`config.mk`:
```
export PLATFORM = sky130hd
export DESIGN_NAME = channel_frame_deframer_flat
export DESIGN_NICKNAME = d
export VERILOG_FILES = /design/src/hdl/cfd_pkg.sv /design/src/hdl/cfd_ifs.sv /design/src/hdl/cfd_ram.sv /design/src/hdl/cfd_queue.sv /design/src/hdl/cfd_front.sv /design/src/hdl/cfd_back.sv /design/src/hdl/channel_frame_deframer.sv /design/src/flat_wrapper.sv
export VERILOG_INCLUDE_DIRS = /design/src /design/src/hdl
export SDC_FILE = /design/constraint.sdc
export NUM_CORES = 1
export LEC_CHECK = 0
export BUFFER_PORTS_ARGS = -buffer_cell sky130_fd_sc_hd__buf_2
export CORE_UTILIZATION = 65
export CTS_CLUSTER_SIZE = 30
export DETAILED_ROUTE_END_ITERATION = 7
export PLACE_DENSITY_LB_ADDON = 0.08
export RECOVER_POWER = 25
export REMOVE_ABC_BUFFERS = 1
export SYNTH_ARGS = -nofsm -noshare
export SYNTH_HDL_FRONTEND = slang
export SYNTH_HIERARCHICAL = 1
export SYNTH_SLANG_ARGS = --single-unit
export TNS_END_PERCENT = 5
```
`constraint.sdc`:
```
create_clock -name i_clk -period 24.9 [get_ports i_clk]
set_clock_uncertainty 0.2 [all_clocks]
set_input_delay 4.98 -clock i_clk [delete_from_list [all_inputs] [get_ports i_clk]]
set_output_delay 4.98 -clock i_clk [all_outputs]
set_load 0.1 [all_outputs]
```
`src/hdl/channel_frame_deframer_macros.svh`:
```
// Assertion macros for the deframer RTL, included by cfd_back.
`ifndef CHANNEL_FRAME_DEFRAMER_MACROS_SVH
`define CHANNEL_FRAME_DEFRAMER_MACROS_SVH

`ifndef SYNTHESIS

`define CFD_ASSERT(lbl, clk, rst_n, prop) \
    lbl: assert property (@(posedge clk) disable iff (!rst_n) (prop)) \
        else $error("cfd assertion failed");

`define CFD_NEVER(lbl, clk, rst_n, cond) \
    lbl: assert property (@(posedge clk) disable iff (!rst_n) !(cond)) \
        else $error("cfd forbidden condition seen");

`else

`define CFD_ASSERT(lbl, clk, rst_n, prop)

`define CFD_NEVER(lbl, clk, rst_n, cond)

`endif

`endif

```
`src/hdl/cfd_pkg.sv`:
```
// Shared types, widths and constants of the channel frame deframer.
`timescale 1ns / 1ps

package cfd_pkg;

    localparam int KIND_W   = 2;
    localparam int BYTE_W   = 8;
    localparam int TIME_W   = 32;
    localparam int CLIENT_W = 32;
    localparam int IDX_W    = 4;
    localparam int WORD_W   = 16;
    localparam int CFG_W    = 16;
    localparam int PADDR_W  = 4;
    localparam int PDATA_W  = 32;

    localparam int NUM_CHANNELS_DEF = 16;
    localparam int MAX_RESULTS      = 16;
    localparam int QUEUE_DEPTH      = 2;

    localparam logic [BYTE_W-1:0] HDR_BYTE = 8'h3E;
    localparam logic [BYTE_W-1:0] FTR_BYTE = 8'h23;

    localparam logic [CFG_W-1:0] STALL_MS_RST    = 16'd500;
    localparam logic [CFG_W-1:0] ACK_INT_MS_RST  = 16'd100;
    localparam logic [CFG_W-1:0] FS_TIMEOUT_RST  = 16'd2000;

    typedef enum logic [KIND_W-1:0] {
        KIND_DATA       = 2'd0,
        KIND_CONNECT    = 2'd1,
        KIND_DISCONNECT = 2'd2,
        KIND_TICK       = 2'd3
    } t_kind;

    typedef enum logic [KIND_W-1:0] {
        RES_WORD = 2'd0,
        RES_ACK  = 2'd1,
        RES_FAIL = 2'd2
    } t_res_kind;

    typedef enum logic [1:0] {
        REG_STALL   = 2'd0,
        REG_ACK_INT = 2'd1,
        REG_FS_TO   = 2'd2
    } t_reg_idx;

    typedef struct packed {
        logic [CFG_W-1:0] stall_ms;
        logic [CFG_W-1:0] ack_int_ms;
        logic [CFG_W-1:0] fs_to_ms;
    } t_cfg;

    typedef struct packed {
        logic                do_frame;
        logic                do_ack;
        logic [CLIENT_W-1:0] ack_client;
        logic                do_fs;
        logic                fs_hold;
    } t_cmd;

endpackage

```
`src/hdl/cfd_ifs.sv`:
```
// Input and result word channels of the deframer.
`timescale 1ns / 1ps

interface cfd_in_if;
    logic                          valid;
    logic                          ready;
    logic [cfd_pkg::KIND_W-1:0]    kind;
    logic [cfd_pkg::BYTE_W-1:0]    data_byte;
    logic                          first_in_payload;
    logic [cfd_pkg::TIME_W-1:0]    now_ms;
    logic [cfd_pkg::CLIENT_W-1:0]  client_id;
    logic                          tx_ready;

    modport source (
        output valid, kind, data_byte, first_in_payload, now_ms, client_id, tx_ready,
        input  ready
    );
    modport sink (
        input  valid, kind, data_byte, first_in_payload, now_ms, client_id, tx_ready,
        output ready
    );
endinterface

interface cfd_out_if;
    logic                          valid;
    logic                          ready;
    logic [cfd_pkg::KIND_W-1:0]    result_kind;
    logic [cfd_pkg::IDX_W-1:0]     channel_index;
    logic [cfd_pkg::WORD_W-1:0]    channel_value;
    logic [cfd_pkg::CLIENT_W-1:0]  ack_client;
    logic                          failsafe_hold;
    logic                          last;

    modport source (
        output valid, result_kind, channel_index, channel_value, ack_client,
               failsafe_hold, last,
        input  ready
    );
    modport sink (
        input  valid, result_kind, channel_index, channel_value, ack_client,
               failsafe_hold, last,
        output ready
    );
endinterface

```
`src/hdl/cfd_ram.sv`:
```
// Generic simple dual-port RAM with registered read.
`timescale 1ns / 1ps

module cfd_ram #(
    parameter int WIDTH = 16,
    parameter int DEPTH = 16,
    localparam int AW = (DEPTH > 1) ? $clog2(DEPTH) : 1
) (
    input  logic             i_clk,
    input  logic             i_we,
    input  logic [AW-1:0]    i_waddr,
    input  logic [WIDTH-1:0] i_wdata,
    input  logic [AW-1:0]    i_raddr,
    output logic [WIDTH-1:0] o_rdata
);

    logic [WIDTH-1:0] r_mem [DEPTH];
    logic [WIDTH-1:0] r_rdata;

    always_ff @(posedge i_clk) begin
        if (i_we) begin
            r_mem[i_waddr] <= i_wdata;
        end
        r_rdata <= r_mem[i_raddr];
    end

    assign o_rdata = r_rdata;

endmodule

```
`src/hdl/cfd_queue.sv`:
```
// Short command queue between the front end and the result sequencer.
`timescale 1ns / 1ps

module cfd_queue #(
    parameter int DEPTH = cfd_pkg::QUEUE_DEPTH,
    localparam int PTR_W = (DEPTH > 1) ? $clog2(DEPTH) : 1,
    localparam int CNT_W = $clog2(DEPTH + 1)
) (
    input  logic          i_clk,
    input  logic          i_rst_n,
    input  logic          i_push,
    input  cfd_pkg::t_cmd i_data,
    output logic          o_full,
    input  logic          i_pop,
    output logic          o_empty,
    output cfd_pkg::t_cmd o_data
);

    cfd_pkg::t_cmd    r_mem [DEPTH];
    logic [PTR_W-1:0] r_wptr;
    logic [PTR_W-1:0] r_rptr;
    logic [CNT_W-1:0] r_count;

    function automatic logic [PTR_W-1:0] f_next(input logic [PTR_W-1:0] p);
        f_next = (p == PTR_W'(DEPTH - 1)) ? '0 : p + 1'b1;
    endfunction

    assign o_full  = (r_count == CNT_W'(DEPTH));
    assign o_empty = (r_count == '0);
    assign o_data  = r_mem[r_rptr];

    always_ff @(posedge i_clk) begin
        if (!i_rst_n) begin
            r_wptr  <= '0;
            r_rptr  <= '0;
            r_count <= '0;
        end else begin
            if (i_push) begin
                r_wptr <= f_next(r_wptr);
            end
            if (i_pop) begin
                r_rptr <= f_next(r_rptr);
            end
            if (i_push && !i_pop) begin
                r_count <= r_count + 1'b1;
            end else if (i_pop && !i_push) begin
                r_count <= r_count - 1'b1;
            end
        end
    end

    always_ff @(posedge i_clk) begin
        if (i_push) begin
            r_mem[r_wptr] <= i_data;
        end
    end

endmodule

```
`src/hdl/cfd_front.sv`:
```
// Front end: takes input words, tracks frame and timing state, queues result commands.
`timescale 1ns / 1ps

module cfd_front #(
    parameter int NUM_CHANNELS = cfd_pkg::NUM_CHANNELS_DEF,
    localparam int ADDR_W = (NUM_CHANNELS > 1) ? $clog2(NUM_CHANNELS) : 1
) (
    input  logic                         i_clk,
    input  logic                         i_rst_n,
    cfd_in_if.sink                       i_in,
    input  cfd_pkg::t_cfg                i_cfg,
    input  logic                         i_q_full,
    output logic                         o_push,
    output cfd_pkg::t_cmd                o_cmd,
    input  logic                         i_frame_done,
    output logic                         o_ram_we,
    output logic [ADDR_W-1:0]            o_ram_waddr,
    output logic [2*cfd_pkg::BYTE_W-1:0] o_ram_wdata
);

    localparam int PAYLOAD_LEN = 2 * NUM_CHANNELS;
    localparam int CNT_W       = $clog2(PAYLOAD_LEN + 1);

    logic [CNT_W-1:0]             r_byte_count, n_byte_count;
    logic                         r_in_frame, n_in_frame;
    logic [cfd_pkg::TIME_W-1:0]   r_last_good, n_last_good;
    logic [cfd_pkg::TIME_W-1:0]   r_last_ack, n_last_ack;
    logic                         r_ack_pending, n_ack_pending;
    logic [cfd_pkg::CLIENT_W-1:0] r_ack_target, n_ack_target;
    logic                         r_link_started, n_link_started;
    logic                         r_good_seen, n_good_seen;
    logic                         r_frame_busy, n_frame_busy;
    logic [cfd_pkg::BYTE_W-1:0]   r_lo_byte;

    logic                         accept;
    logic [cfd_pkg::TIME_W-1:0]   good_age;
    logic [cfd_pkg::TIME_W-1:0]   ack_age;
    logic                         stall;
    logic                         in_frame_eff;
    logic [CNT_W-1:0]             cnt_eff;
    logic                         ack_fire;
    logic                         fs_fire;
    logic                         lo_we;

    assign i_in.ready = !i_q_full && !r_frame_busy;
    assign accept     = i_in.valid && i_in.ready;

    assign good_age = i_in.now_ms - r_last_good;
    assign ack_age  = i_in.now_ms - r_last_ack;

    // stale half-built frame is dropped on the first byte of a payload
    assign stall = i_in.first_in_payload && r_good_seen &&
                   (good_age >= cfd_pkg::TIME_W'(i_cfg.stall_ms));
    assign in_frame_eff = r_in_frame && !stall;
    assign cnt_eff      = stall ? '0 : r_byte_count;

    assign ack_fire = r_ack_pending && i_in.tx_ready &&
                      (ack_age >= cfd_pkg::TIME_W'(i_cfg.ack_int_ms));
    assign fs_fire  = r_good_seen &&
                      (good_age >= cfd_pkg::TIME_W'(i_cfg.fs_to_ms));

    assign o_ram_waddr = ADDR_W'(cnt_eff >> 1);
    assign o_ram_wdata = {i_in.data_byte, r_lo_byte};

    always_comb begin
        n_byte_count   = r_byte_count;
        n_in_frame     = r_in_frame;
        n_last_good    = r_last_good;
        n_last_ack     = r_last_ack;
        n_ack_pending  = r_ack_pending;
        n_ack_target   = r_ack_target;
        n_link_started = r_link_started;
        n_good_seen    = r_good_seen;
        n_frame_busy   = r_frame_busy;
        o_push         = 1'b0;
        o_cmd          = '0;
        o_ram_we       = 1'b0;
        lo_we          = 1'b0;

        if (i_frame_done) begin
            n_frame_busy = 1'b0;
        end

        if (accept) begin
            case (cfd_pkg::t_kind'(i_in.kind))
                cfd_pkg::KIND_DATA: begin
                    n_byte_count = cnt_eff;
                    n_in_frame   = in_frame_eff;
                    if (!in_frame_eff) begin
                        if (i_in.data_byte == cfd_pkg::HDR_BYTE) begin
                            n_byte_count = '0;
                            n_in_frame   = 1'b1;
                        end
                    end else if (cnt_eff == CNT_W'(PAYLOAD_LEN)) begin
                        if (i_in.data_byte == cfd_pkg::FTR_BYTE) begin
                            o_push         = 1'b1;
                            o_cmd.do_frame = 1'b1;
                            n_frame_busy   = 1'b1;
                            n_last_good    = i_in.now_ms;
                            n_good_seen    = 1'b1;
                            n_ack_target   = i_in.client_id;
                            n_ack_pending  = 1'b1;
                        end
                        n_byte_count = '0;
                        n_in_frame   = 1'b0;
                    end else begin
                        lo_we        = !cnt_eff[0];
                        o_ram_we     = cnt_eff[0];
                        n_byte_count = cnt_eff + 1'b1;
                    end
                end
                cfd_pkg::KIND_CONNECT: begin
                    n_byte_count   = '0;
                    n_in_frame     = 1'b0;
                    n_link_started = 1'b1;
                end
                cfd_pkg::KIND_DISCONNECT: begin
                    n_byte_count = '0;
                    n_in_frame   = 1'b0;
                    if (r_ack_pending && (r_ack_target == i_in.client_id)) begin
                        n_ack_pending = 1'b0;
                    end
                    o_push        = 1'b1;
                    o_cmd.do_fs   = 1'b1;
                    o_cmd.fs_hold = 1'b1;
                end
                cfd_pkg::KIND_TICK: begin
                    if (ack_fire) begin
                        n_last_ack    = i_in.now_ms;
                        n_ack_pending = 1'b0;
                    end
                    o_push           = ack_fire || fs_fire;
                    o_cmd.do_ack     = ack_fire;
                    o_cmd.ack_client = r_ack_target;
                    o_cmd.do_fs      = fs_fire;
                    o_cmd.fs_hold    = !r_link_started;
                end
                default: begin
                end
            endcase
        end
    end

    always_ff @(posedge i_clk) begin
        if (!i_rst_n) begin
            r_byte_count   <= '0;
            r_in_frame     <= 1'b0;
            r_last_good    <= '0;
            r_last_ack     <= '0;
            r_ack_pending  <= 1'b0;
            r_ack_target   <= '0;
            r_link_started <= 1'b0;
            r_good_seen    <= 1'b0;
            r_frame_busy   <= 1'b0;
        end else begin
            r_byte_count   <= n_byte_count;
            r_in_frame     <= n_in_frame;
            r_last_good    <= n_last_good;
            r_last_ack     <= n_last_ack;
            r_ack_pending  <= n_ack_pending;
            r_ack_target   <= n_ack_target;
            r_link_started <= n_link_started;
            r_good_seen    <= n_good_seen;
            r_frame_busy   <= n_frame_busy;
        end
    end

    always_ff @(posedge i_clk) begin
        if (lo_we) begin
            r_lo_byte <= i_in.data_byte;
        end
    end

endmodule

```
`src/hdl/cfd_back.sv`:
```
// Result sequencer: expands queued commands into result words.
`timescale 1ns / 1ps
`include "channel_frame_deframer_macros.svh"

module cfd_back #(
    parameter int NUM_CHANNELS = cfd_pkg::NUM_CHANNELS_DEF,
    localparam int ADDR_W = (NUM_CHANNELS > 1) ? $clog2(NUM_CHANNELS) : 1
) (
    input  logic                         i_clk,
    input  logic                         i_rst_n,
    input  logic                         i_q_empty,
    input  cfd_pkg::t_cmd                i_q_data,
    output logic                         o_pop,
    output logic [ADDR_W-1:0]            o_raddr,
    input  logic [2*cfd_pkg::BYTE_W-1:0] i_rdata,
    output logic                         o_frame_done,
    cfd_out_if.source                    o_out
);

    localparam int LIM = (NUM_CHANNELS < cfd_pkg::MAX_RESULTS) ?
                         NUM_CHANNELS : cfd_pkg::MAX_RESULTS;
    localparam logic [ADDR_W-1:0] LAST_CH = ADDR_W'(LIM - 1);

    typedef enum logic [3:0] {
        S_IDLE  = 4'b0001,
        S_WORDS = 4'b0010,
        S_ACK   = 4'b0100,
        S_FAIL  = 4'b1000
    } t_bstate;

    t_bstate                      r_state, n_state;
    cfd_pkg::t_cmd                r_cmd, n_cmd;
    logic [ADDR_W-1:0]            r_ch, n_ch;

    logic                         r_o_valid;
    cfd_pkg::t_res_kind           r_o_kind;
    logic [cfd_pkg::IDX_W-1:0]    r_o_idx;
    logic [cfd_pkg::WORD_W-1:0]   r_o_val;
    logic [cfd_pkg::CLIENT_W-1:0] r_o_client;
    logic                         r_o_hold;
    logic                         r_o_last;

    logic                         out_free;
    logic                         load;
    cfd_pkg::t_res_kind           ld_kind;
    logic [cfd_pkg::IDX_W-1:0]    ld_idx;
    logic [cfd_pkg::WORD_W-1:0]   ld_val;
    logic [cfd_pkg::CLIENT_W-1:0] ld_client;
    logic                         ld_hold;
    logic                         ld_last;

    assign out_free = !r_o_valid || o_out.ready;

    always_comb begin
        n_state      = r_state;
        n_cmd        = r_cmd;
        n_ch         = r_ch;
        o_pop        = 1'b0;
        o_frame_done = 1'b0;
        o_raddr      = r_ch;
        load         = 1'b0;
        ld_kind      = cfd_pkg::RES_WORD;
        ld_idx       = '0;
        ld_val       = '0;
        ld_client    = '0;
        ld_hold      = 1'b0;
        ld_last      = 1'b0;

        case (r_state)
            S_IDLE: begin
                if (!i_q_empty) begin
                    o_pop   = 1'b1;
                    n_cmd   = i_q_data;
                    n_ch    = '0;
                    o_raddr = '0;
                    if (i_q_data.do_frame) begin
                        n_state = S_WORDS;
                    end else if (i_q_data.do_ack) begin
                        n_state = S_ACK;
                    end else begin
                        n_state = S_FAIL;
                    end
                end
            end
            S_WORDS: begin
                if (out_free) begin
                    load    = 1'b1;
                    ld_kind = cfd_pkg::RES_WORD;
                    ld_idx  = cfd_pkg::IDX_W'(r_ch);
                    ld_val  = i_rdata;
                    o_raddr = r_ch + 1'b1;
                    if (r_ch == LAST_CH) begin
                        o_frame_done = 1'b1;
                        ld_last      = !(r_cmd.do_ack || r_cmd.do_fs);
                        if (r_cmd.do_ack) begin
                            n_state = S_ACK;
                        end else if (r_cmd.do_fs) begin
                            n_state = S_FAIL;
                        end else begin
                            n_state = S_IDLE;
                        end
                    end else begin
                        n_ch = r_ch + 1'b1;
                    end
                end
            end
            S_ACK: begin
                if (out_free) begin
                    load      = 1'b1;
                    ld_kind   = cfd_pkg::RES_ACK;
                    ld_client = r_cmd.ack_client;
                    ld_last   = !r_cmd.do_fs;
                    n_state   = r_cmd.do_fs ? S_FAIL : S_IDLE;
                end
            end
            S_FAIL: begin
                if (out_free) begin
                    load    = 1'b1;
                    ld_kind = cfd_pkg::RES_FAIL;
                    ld_hold = r_cmd.fs_hold;
                    ld_last = 1'b1;
                    n_state = S_IDLE;
                end
            end
            default: begin
                n_state = S_IDLE;
            end
        endcase
    end

    always_ff @(posedge i_clk) begin
        if (!i_rst_n) begin
            r_state   <= S_IDLE;
            r_ch      <= '0;
            r_o_valid <= 1'b0;
        end else begin
            r_state <= n_state;
            r_ch    <= n_ch;
            if (out_free) begin
                r_o_valid <= load;
            end
        end
    end

    always_ff @(posedge i_clk) begin
        r_cmd <= n_cmd;
        if (out_free && load) begin
            r_o_kind   <= ld_kind;
            r_o_idx    <= ld_idx;
            r_o_val    <= ld_val;
            r_o_client <= ld_client;
            r_o_hold   <= ld_hold;
            r_o_last   <= ld_last;
        end
    end

    assign o_out.valid         = r_o_valid;
    assign o_out.result_kind   = r_o_kind;
    assign o_out.channel_index = r_o_idx;
    assign o_out.channel_value = r_o_val;
    assign o_out.ack_client    = r_o_client;
    assign o_out.failsafe_hold = r_o_hold;
    assign o_out.last          = r_o_last;

    `CFD_ASSERT(a_pop_when_idle, i_clk, i_rst_n, o_pop |-> (r_state == S_IDLE))
    `CFD_ASSERT(a_words_need_frame, i_clk, i_rst_n, (r_state == S_WORDS) |-> r_cmd.do_frame)
    `CFD_ASSERT(a_done_shows_last_word, i_clk, i_rst_n, o_frame_done |=> (o_out.valid && (o_out.result_kind == cfd_pkg::RES_WORD) && (o_out.channel_index == cfd_pkg::IDX_W'(LIM - 1))))
    `CFD_NEVER(a_no_pop_when_empty, i_clk, i_rst_n, o_pop && i_q_empty)

endmodule

```
`src/hdl/channel_frame_deframer.sv`:
```
// Top level of the channel frame deframer with its register port.
`timescale 1ns / 1ps

// Takes one input word per cycle while i_in.ready is high (data byte, connect,
// disconnect or tick) and produces channel, acknowledgement and failsafe
// results on o_out, each result set closed by last. Connect and ignored bytes
// give no result. A good '#' footer queues a frame release; the input then
// waits until the sequencer has moved all min(NUM_CHANNELS, 16) channel words
// into the output register, one word per cycle read from the frame RAM while
// o_out.ready lets the output register take it. The sequencer takes a command
// from the queue while idle, then loads its results in turn, each when the
// output register is free. A queue of QUEUE_DEPTH commands sits between the
// front end and the sequencer, so outside the frame hold input keeps flowing
// while results wait on o_out.ready until the queue is full. Registers at byte
// addresses 0, 4 and 8: stall reset, acknowledgement interval and failsafe
// timeout, in milliseconds; write them only while the block is idle.
module channel_frame_deframer #(
    parameter int NUM_CHANNELS = cfd_pkg::NUM_CHANNELS_DEF,
    parameter int QUEUE_DEPTH  = cfd_pkg::QUEUE_DEPTH
) (
    input  logic                         i_clk,
    input  logic                         i_rst_n,
    cfd_in_if.sink                       i_in,
    cfd_out_if.source                    o_out,
    input  logic                         psel,
    input  logic                         penable,
    input  logic                         pwrite,
    input  logic [cfd_pkg::PADDR_W-1:0]  paddr,
    input  logic [cfd_pkg::PDATA_W-1:0]  pwdata,
    output logic [cfd_pkg::PDATA_W-1:0]  prdata,
    output logic                         pready
);

    localparam int ADDR_W = (NUM_CHANNELS > 1) ? $clog2(NUM_CHANNELS) : 1;

    cfd_pkg::t_cfg                r_cfg;
    cfd_pkg::t_reg_idx            reg_sel;
    logic                         wr_en;

    logic                         q_full;
    logic                         q_empty;
    logic                         q_push;
    logic                         q_pop;
    cfd_pkg::t_cmd                q_in;
    cfd_pkg::t_cmd                q_out;
    logic                         frame_done;
    logic                         ram_we;
    logic [ADDR_W-1:0]            ram_waddr;
    logic [2*cfd_pkg::BYTE_W-1:0] ram_wdata;
    logic [ADDR_W-1:0]            ram_raddr;
    logic [2*cfd_pkg::BYTE_W-1:0] ram_rdata;

    assign pready  = 1'b1;
    assign reg_sel = cfd_pkg::t_reg_idx'(paddr[3:2]);
    assign wr_en   = psel && penable && pwrite && pready;

    always_ff @(posedge i_clk) begin
        if (!i_rst_n) begin
            r_cfg.stall_ms   <= cfd_pkg::STALL_MS_RST;
            r_cfg.ack_int_ms <= cfd_pkg::ACK_INT_MS_RST;
            r_cfg.fs_to_ms   <= cfd_pkg::FS_TIMEOUT_RST;
        end else if (wr_en) begin
            case (reg_sel)
                cfd_pkg::REG_STALL:   r_cfg.stall_ms   <= pwdata[cfd_pkg::CFG_W-1:0];
                cfd_pkg::REG_ACK_INT: r_cfg.ack_int_ms <= pwdata[cfd_pkg::CFG_W-1:0];
                cfd_pkg::REG_FS_TO:   r_cfg.fs_to_ms   <= pwdata[cfd_pkg::CFG_W-1:0];
                default: begin
                end
            endcase
        end
    end

    always_comb begin
        case (reg_sel)
            cfd_pkg::REG_STALL:   prdata = cfd_pkg::PDATA_W'(r_cfg.stall_ms);
            cfd_pkg::REG_ACK_INT: prdata = cfd_pkg::PDATA_W'(r_cfg.ack_int_ms);
            cfd_pkg::REG_FS_TO:   prdata = cfd_pkg::PDATA_W'(r_cfg.fs_to_ms);
            default:              prdata = '0;
        endcase
    end

    cfd_queue #(
        .DEPTH (QUEUE_DEPTH)
    ) u_queue (
        .i_clk   (i_clk),
        .i_rst_n (i_rst_n),
        .i_push  (q_push),
        .i_data  (q_in),
        .o_full  (q_full),
        .i_pop   (q_pop),
        .o_empty (q_empty),
        .o_data  (q_out)
    );

    cfd_ram #(
        .WIDTH (2 * cfd_pkg::BYTE_W),
        .DEPTH (NUM_CHANNELS)
    ) u_frame_ram (
        .i_clk   (i_clk),
        .i_we    (ram_we),
        .i_waddr (ram_waddr),
        .i_wdata (ram_wdata),
        .i_raddr (ram_raddr),
        .o_rdata (ram_rdata)
    );

    cfd_front #(
        .NUM_CHANNELS (NUM_CHANNELS)
    ) u_front (
        .i_clk        (i_clk),
        .i_rst_n      (i_rst_n),
        .i_in         (i_in),
        .i_cfg        (r_cfg),
        .i_q_full     (q_full),
        .o_push       (q_push),
        .o_cmd        (q_in),
        .i_frame_done (frame_done),
        .o_ram_we     (ram_we),
        .o_ram_waddr  (ram_waddr),
        .o_ram_wdata  (ram_wdata)
    );

    cfd_back #(
        .NUM_CHANNELS (NUM_CHANNELS)
    ) u_back (
        .i_clk        (i_clk),
        .i_rst_n      (i_rst_n),
        .i_q_empty    (q_empty),
        .i_q_data     (q_out),
        .o_pop        (q_pop),
        .o_raddr      (ram_raddr),
        .i_rdata      (ram_rdata),
        .o_frame_done (frame_done),
        .o_out        (o_out)
    );

endmodule
```
`src/flat_wrapper.sv`:
```
// flat-port wrapper written by rule: the top's interface ports become plain ports
module channel_frame_deframer_flat 
#(
    parameter int NUM_CHANNELS = cfd_pkg::NUM_CHANNELS_DEF,
    parameter int QUEUE_DEPTH  = cfd_pkg::QUEUE_DEPTH
)
  (i_clk, i_rst_n, psel, penable, pwrite, paddr, pwdata, prdata, pready, i_in_valid, i_in_kind, i_in_data_byte, i_in_first_in_payload, i_in_now_ms, i_in_client_id, i_in_tx_ready, i_in_ready, o_out_valid, o_out_result_kind, o_out_channel_index, o_out_channel_value, o_out_ack_client, o_out_failsafe_hold, o_out_last, o_out_ready);
  cfd_in_if i_in_i ();
  cfd_out_if o_out_i ();
  input  logic i_clk;
  input  logic i_rst_n;
  input  logic psel;
  input  logic penable;
  input  logic pwrite;
  input  logic [cfd_pkg::PADDR_W-1:0] paddr;
  input  logic [cfd_pkg::PDATA_W-1:0] pwdata;
  output logic [cfd_pkg::PDATA_W-1:0] prdata;
  output logic pready;
  input wire logic [$bits(i_in_i.valid)-1:0] i_in_valid;
  input wire logic [$bits(i_in_i.kind)-1:0] i_in_kind;
  input wire logic [$bits(i_in_i.data_byte)-1:0] i_in_data_byte;
  input wire logic [$bits(i_in_i.first_in_payload)-1:0] i_in_first_in_payload;
  input wire logic [$bits(i_in_i.now_ms)-1:0] i_in_now_ms;
  input wire logic [$bits(i_in_i.client_id)-1:0] i_in_client_id;
  input wire logic [$bits(i_in_i.tx_ready)-1:0] i_in_tx_ready;
  output wire logic [$bits(i_in_i.ready)-1:0] i_in_ready;
  output wire logic [$bits(o_out_i.valid)-1:0] o_out_valid;
  output wire logic [$bits(o_out_i.result_kind)-1:0] o_out_result_kind;
  output wire logic [$bits(o_out_i.channel_index)-1:0] o_out_channel_index;
  output wire logic [$bits(o_out_i.channel_value)-1:0] o_out_channel_value;
  output wire logic [$bits(o_out_i.ack_client)-1:0] o_out_ack_client;
  output wire logic [$bits(o_out_i.failsafe_hold)-1:0] o_out_failsafe_hold;
  output wire logic [$bits(o_out_i.last)-1:0] o_out_last;
  input wire logic [$bits(o_out_i.ready)-1:0] o_out_ready;
  assign i_in_i.valid = i_in_valid;
  assign i_in_i.kind = i_in_kind;
  assign i_in_i.data_byte = i_in_data_byte;
  assign i_in_i.first_in_payload = i_in_first_in_payload;
  assign i_in_i.now_ms = i_in_now_ms;
  assign i_in_i.client_id = i_in_client_id;
  assign i_in_i.tx_ready = i_in_tx_ready;
  assign i_in_ready = i_in_i.ready;
  assign o_out_valid = o_out_i.valid;
  assign o_out_result_kind = o_out_i.result_kind;
  assign o_out_channel_index = o_out_i.channel_index;
  assign o_out_channel_value = o_out_i.channel_value;
  assign o_out_ack_client = o_out_i.ack_client;
  assign o_out_failsafe_hold = o_out_i.failsafe_hold;
  assign o_out_last = o_out_i.last;
  assign o_out_i.ready = o_out_ready;
  channel_frame_deframer #(.NUM_CHANNELS(NUM_CHANNELS), .QUEUE_DEPTH(QUEUE_DEPTH)) u_core (.i_clk(i_clk), .i_rst_n(i_rst_n), .i_in(i_in_i), .o_out(o_out_i), .psel(psel), .penable(penable), .pwrite(pwrite), .paddr(paddr), .pwdata(pwdata), .prdata(prdata), .pready(pready));
endmodule
```
==> flow_summary.toml <==
[status]
status = "complete, but fails checks"
violations = "max-capacitance violations, max-slew violations"

[yosys]
yosysSeqAreaShare_pct = 55.3
ys_warn_count = 6
synth_cell_type_count = 93
syn_area_per_cell_um2 = 11.8
async_flop_share_pct = 0
synth_top_area_share_pct = 42.9
synth_top_area_cell = "edfxtp_1"
postSynthCellCount = 2534
synth_area_leaders = "edfxtp_1 (43%), dfxtp_1 (12%), ha_1 (4.9%)"
syn_area_um2 = 29900
synth-seq-cells = 612
synth-edff-count = 427
ys.flop_type = "edfxtp_1"

[clock_network]
post_cts_buffers = 0
cts_num_sinks = 612
cts_buffers = 61
ctsHoldBuffers = 0
clock_path_buffers = 3
cts_tree = "yes"
clk_latency_ps = 650
cts-root-buf = "clkbuf_16"
clkSlewWorstSetupHoldPaths_ps = 60
cts_resized = 0
htree_levels = 2

[place]
dp.final_hpwl_mm = 45.3
numPortBuffers = 174
gp_congestion = 0.912
placed_cell_area_um2 = 31100

[routing]
drcViolationCount = 0
post_drt_wl_per_cell_um = 20.6
ant_nets = 0
vias = 20200
first_iter_violations = 1633
firstDrtPassIters = 5
drt_wl_total_mm = 68.5
routed_via_density = 6.09

[floorplanning]
ios = 210
initial_core_util_pct = 65.9
die_y_um = 216
core_um2 = 45400
rows = 78
die_area_um2 = 46800
die_w_um = 216

[finish]
fin_nets = 2908
final_common_cell = "edfxtp_1"
fillers = 3061
layout-drive-gt1-share_pct = 15.5
syn_to_final_growth_pct = 10.7
layout_common_cells = "edfxtp_1 (427), nand2_1 (301), dfxtp_1 (185)"
stdcell_area_um2 = 33100

[grt]
grt-ovfl-total = 0
antenna_found_initial = 6
grt_pass1_vias = 19900
grt_usage_pct = 29.2
grt_pass1_wl_mm = 107
grt_max_degree = 81

[timing]
fmax_mhz = 82.7
setup_violations = 0
slew_headroom_pct = -53.2
period_minus_slack_ps = 12090
fin_crit_sh_pct = 48.6
final_hold_viol_count = 0
holdWs_ps = 255
rsz0062_at_grt = "false"
fin_tns_setup_ps = 0
tightest_slew_ps = 2300
finalMaxSlewViolations = 74

[power_and_ir_drop]
ir_drop_mv = 0.0845
p_leak_nw = 12.1
power.density_nw_per_um2 = 73.2

[worst_setup_path]
worstSetupPathType = "in -> out"
cp.arrival_ps = 6910
cp_max_fo = 21
setup.worst_path.start_class = "input pin"
end_kind = "primary output"
required_ps = 19720

[flow_run]
maxCapViolCount = 2

[worst_hold_path]
hp-class = "reg -> reg"
-- cells in the mapped netlist (21+ instances only) --
master / count
xnor2_1: 53
nand3_1: 67
mux2i_1: 136
edfxtp_1: 427
and3_1: 63
clkbuf_1: 82
o21ai_0: 109
dfxtp_1: 185
a21oi_1: 116
nor2b_1: 33
o211ai_1: 21
mux2_2: 39
a22oi_1: 36
ha_1: 118
buf_4: 34
xor2_1: 22
nand4_1: 31
nor3_1: 24
and2_1: 52
inv_1: 143
a21o_1: 26
nor2_1: 98
mux4_2: 54
nand2_1: 301
-- stage by stage --
step / power [mW] / setup slack (ps) / std cells / utilization, %
2_1_floorplan: 1.44 / 10060 / 2398 / -
3_3_place_gp: 1.52 / 12780 / 3206 / 68.5
3_5_place_dp: 1.53 / 12600 / 3206 / 68.5
4_1_cts: 2.44 / 12820 / 3322 / 72.9
5_1_grt: 2.51 / 12690 / 3326 / 72.9
6_report: 2.42 / 12810 / 3326 / 72.9
-- layout make-up --
class / instances / area [µm²] / share of cell area, %
sequential: 612 / 16500 / 50.0
multi-input combinational: 1642 / 12100 / 36.6
clock buffer: 83 / 1640 / 4.96
timing repair buffer: 208 / 1120 / 3.38
tap: 600 / 751 / 2.27
inverter: 144 / 542 / 1.64
clock inverter: 33 / 370 / 1.12
antenna: 4 / 10.0 / 0.0303
-- critical path, cell delays in order --
cell and delay [ps]:
buf_2 370, nor2b_1 530, buf_4 320, nand2_1 70, o21ai_0 130, buf_2 490
-- registers in the layout, summed over array words and instances (netlist names), 2 cells and up, named ones only --
signal and flops:
u_core/u_back/o_out.channel_index 4, u_core/u_front/r_last_ack 32, u_core/u_frame_ram/o_rdata 16, u_core/u_back/r_state 4, u_core/u_front/r_last_good 32, u_core/u_back/r_ch 4
u_core/u_frame_ram/r_mem 256, u_core/u_queue/r_count 2, u_core/u_back/o_out.channel_value 16, u_core/r_cfg 48, u_core/u_back/o_out.result_kind 2, u_core/u_back/o_out.ack_client 32
u_core/u_queue/r_mem 72, u_core/u_back/r_cmd 35, u_core/u_front/r_byte_count 6, u_core/u_front/r_lo_byte 8, u_core/u_front/r_ack_target 32
-- power by group --
| part | internal, mW | switching (mW) | total (mW) |
|---|---|---|---|
| Clock | 0.518 | 0.395 | 0.913 |
| Sequential | 1.13 | 0.0175 | 1.15 |
| Combinational | 0.104 | 0.255 | 0.359 |
| Total | 1.75 | 0.667 | 2.42 |
-- worst paths after layout --
path | start | to | slack, ps | cells after the start
worst max register to register | u_core/u_front/r_last_good[0] | u_core/u_frame_ram/r_mem[13][8] | 17280 | 24
worst min register to register | u_core/u_front/r_last_good[19] | u_core/u_front/r_last_good[19] | 260 | 2
worst min-delay path | u_core/u_front/r_last_good[19] | u_core/u_front/r_last_good[19] | 260 | 2
worst max-delay path | paddr[3] | prdata[13] | 12810 | 6
-- routing by layer --
metal	GRT usage [%]	share of wire [%]
met5	0	0.039
met2	51.8	51
met1	36.8	40
met3	3.93	5.6
met4	10.0	3.1
-- kinds of logic after synthesis --
family	Yosys count	share of synthesized area [%]
fa+ha+maj	120	5.07
other cells	2	0.0251
flops	612	55.3
xor+xnor	75	2.20
simple gates	755	12.5
compound gates	436	9.39
buf+inv	295	4.54
mux	239	11.0
Note: power is estimated with default switching activity, not from simulation.
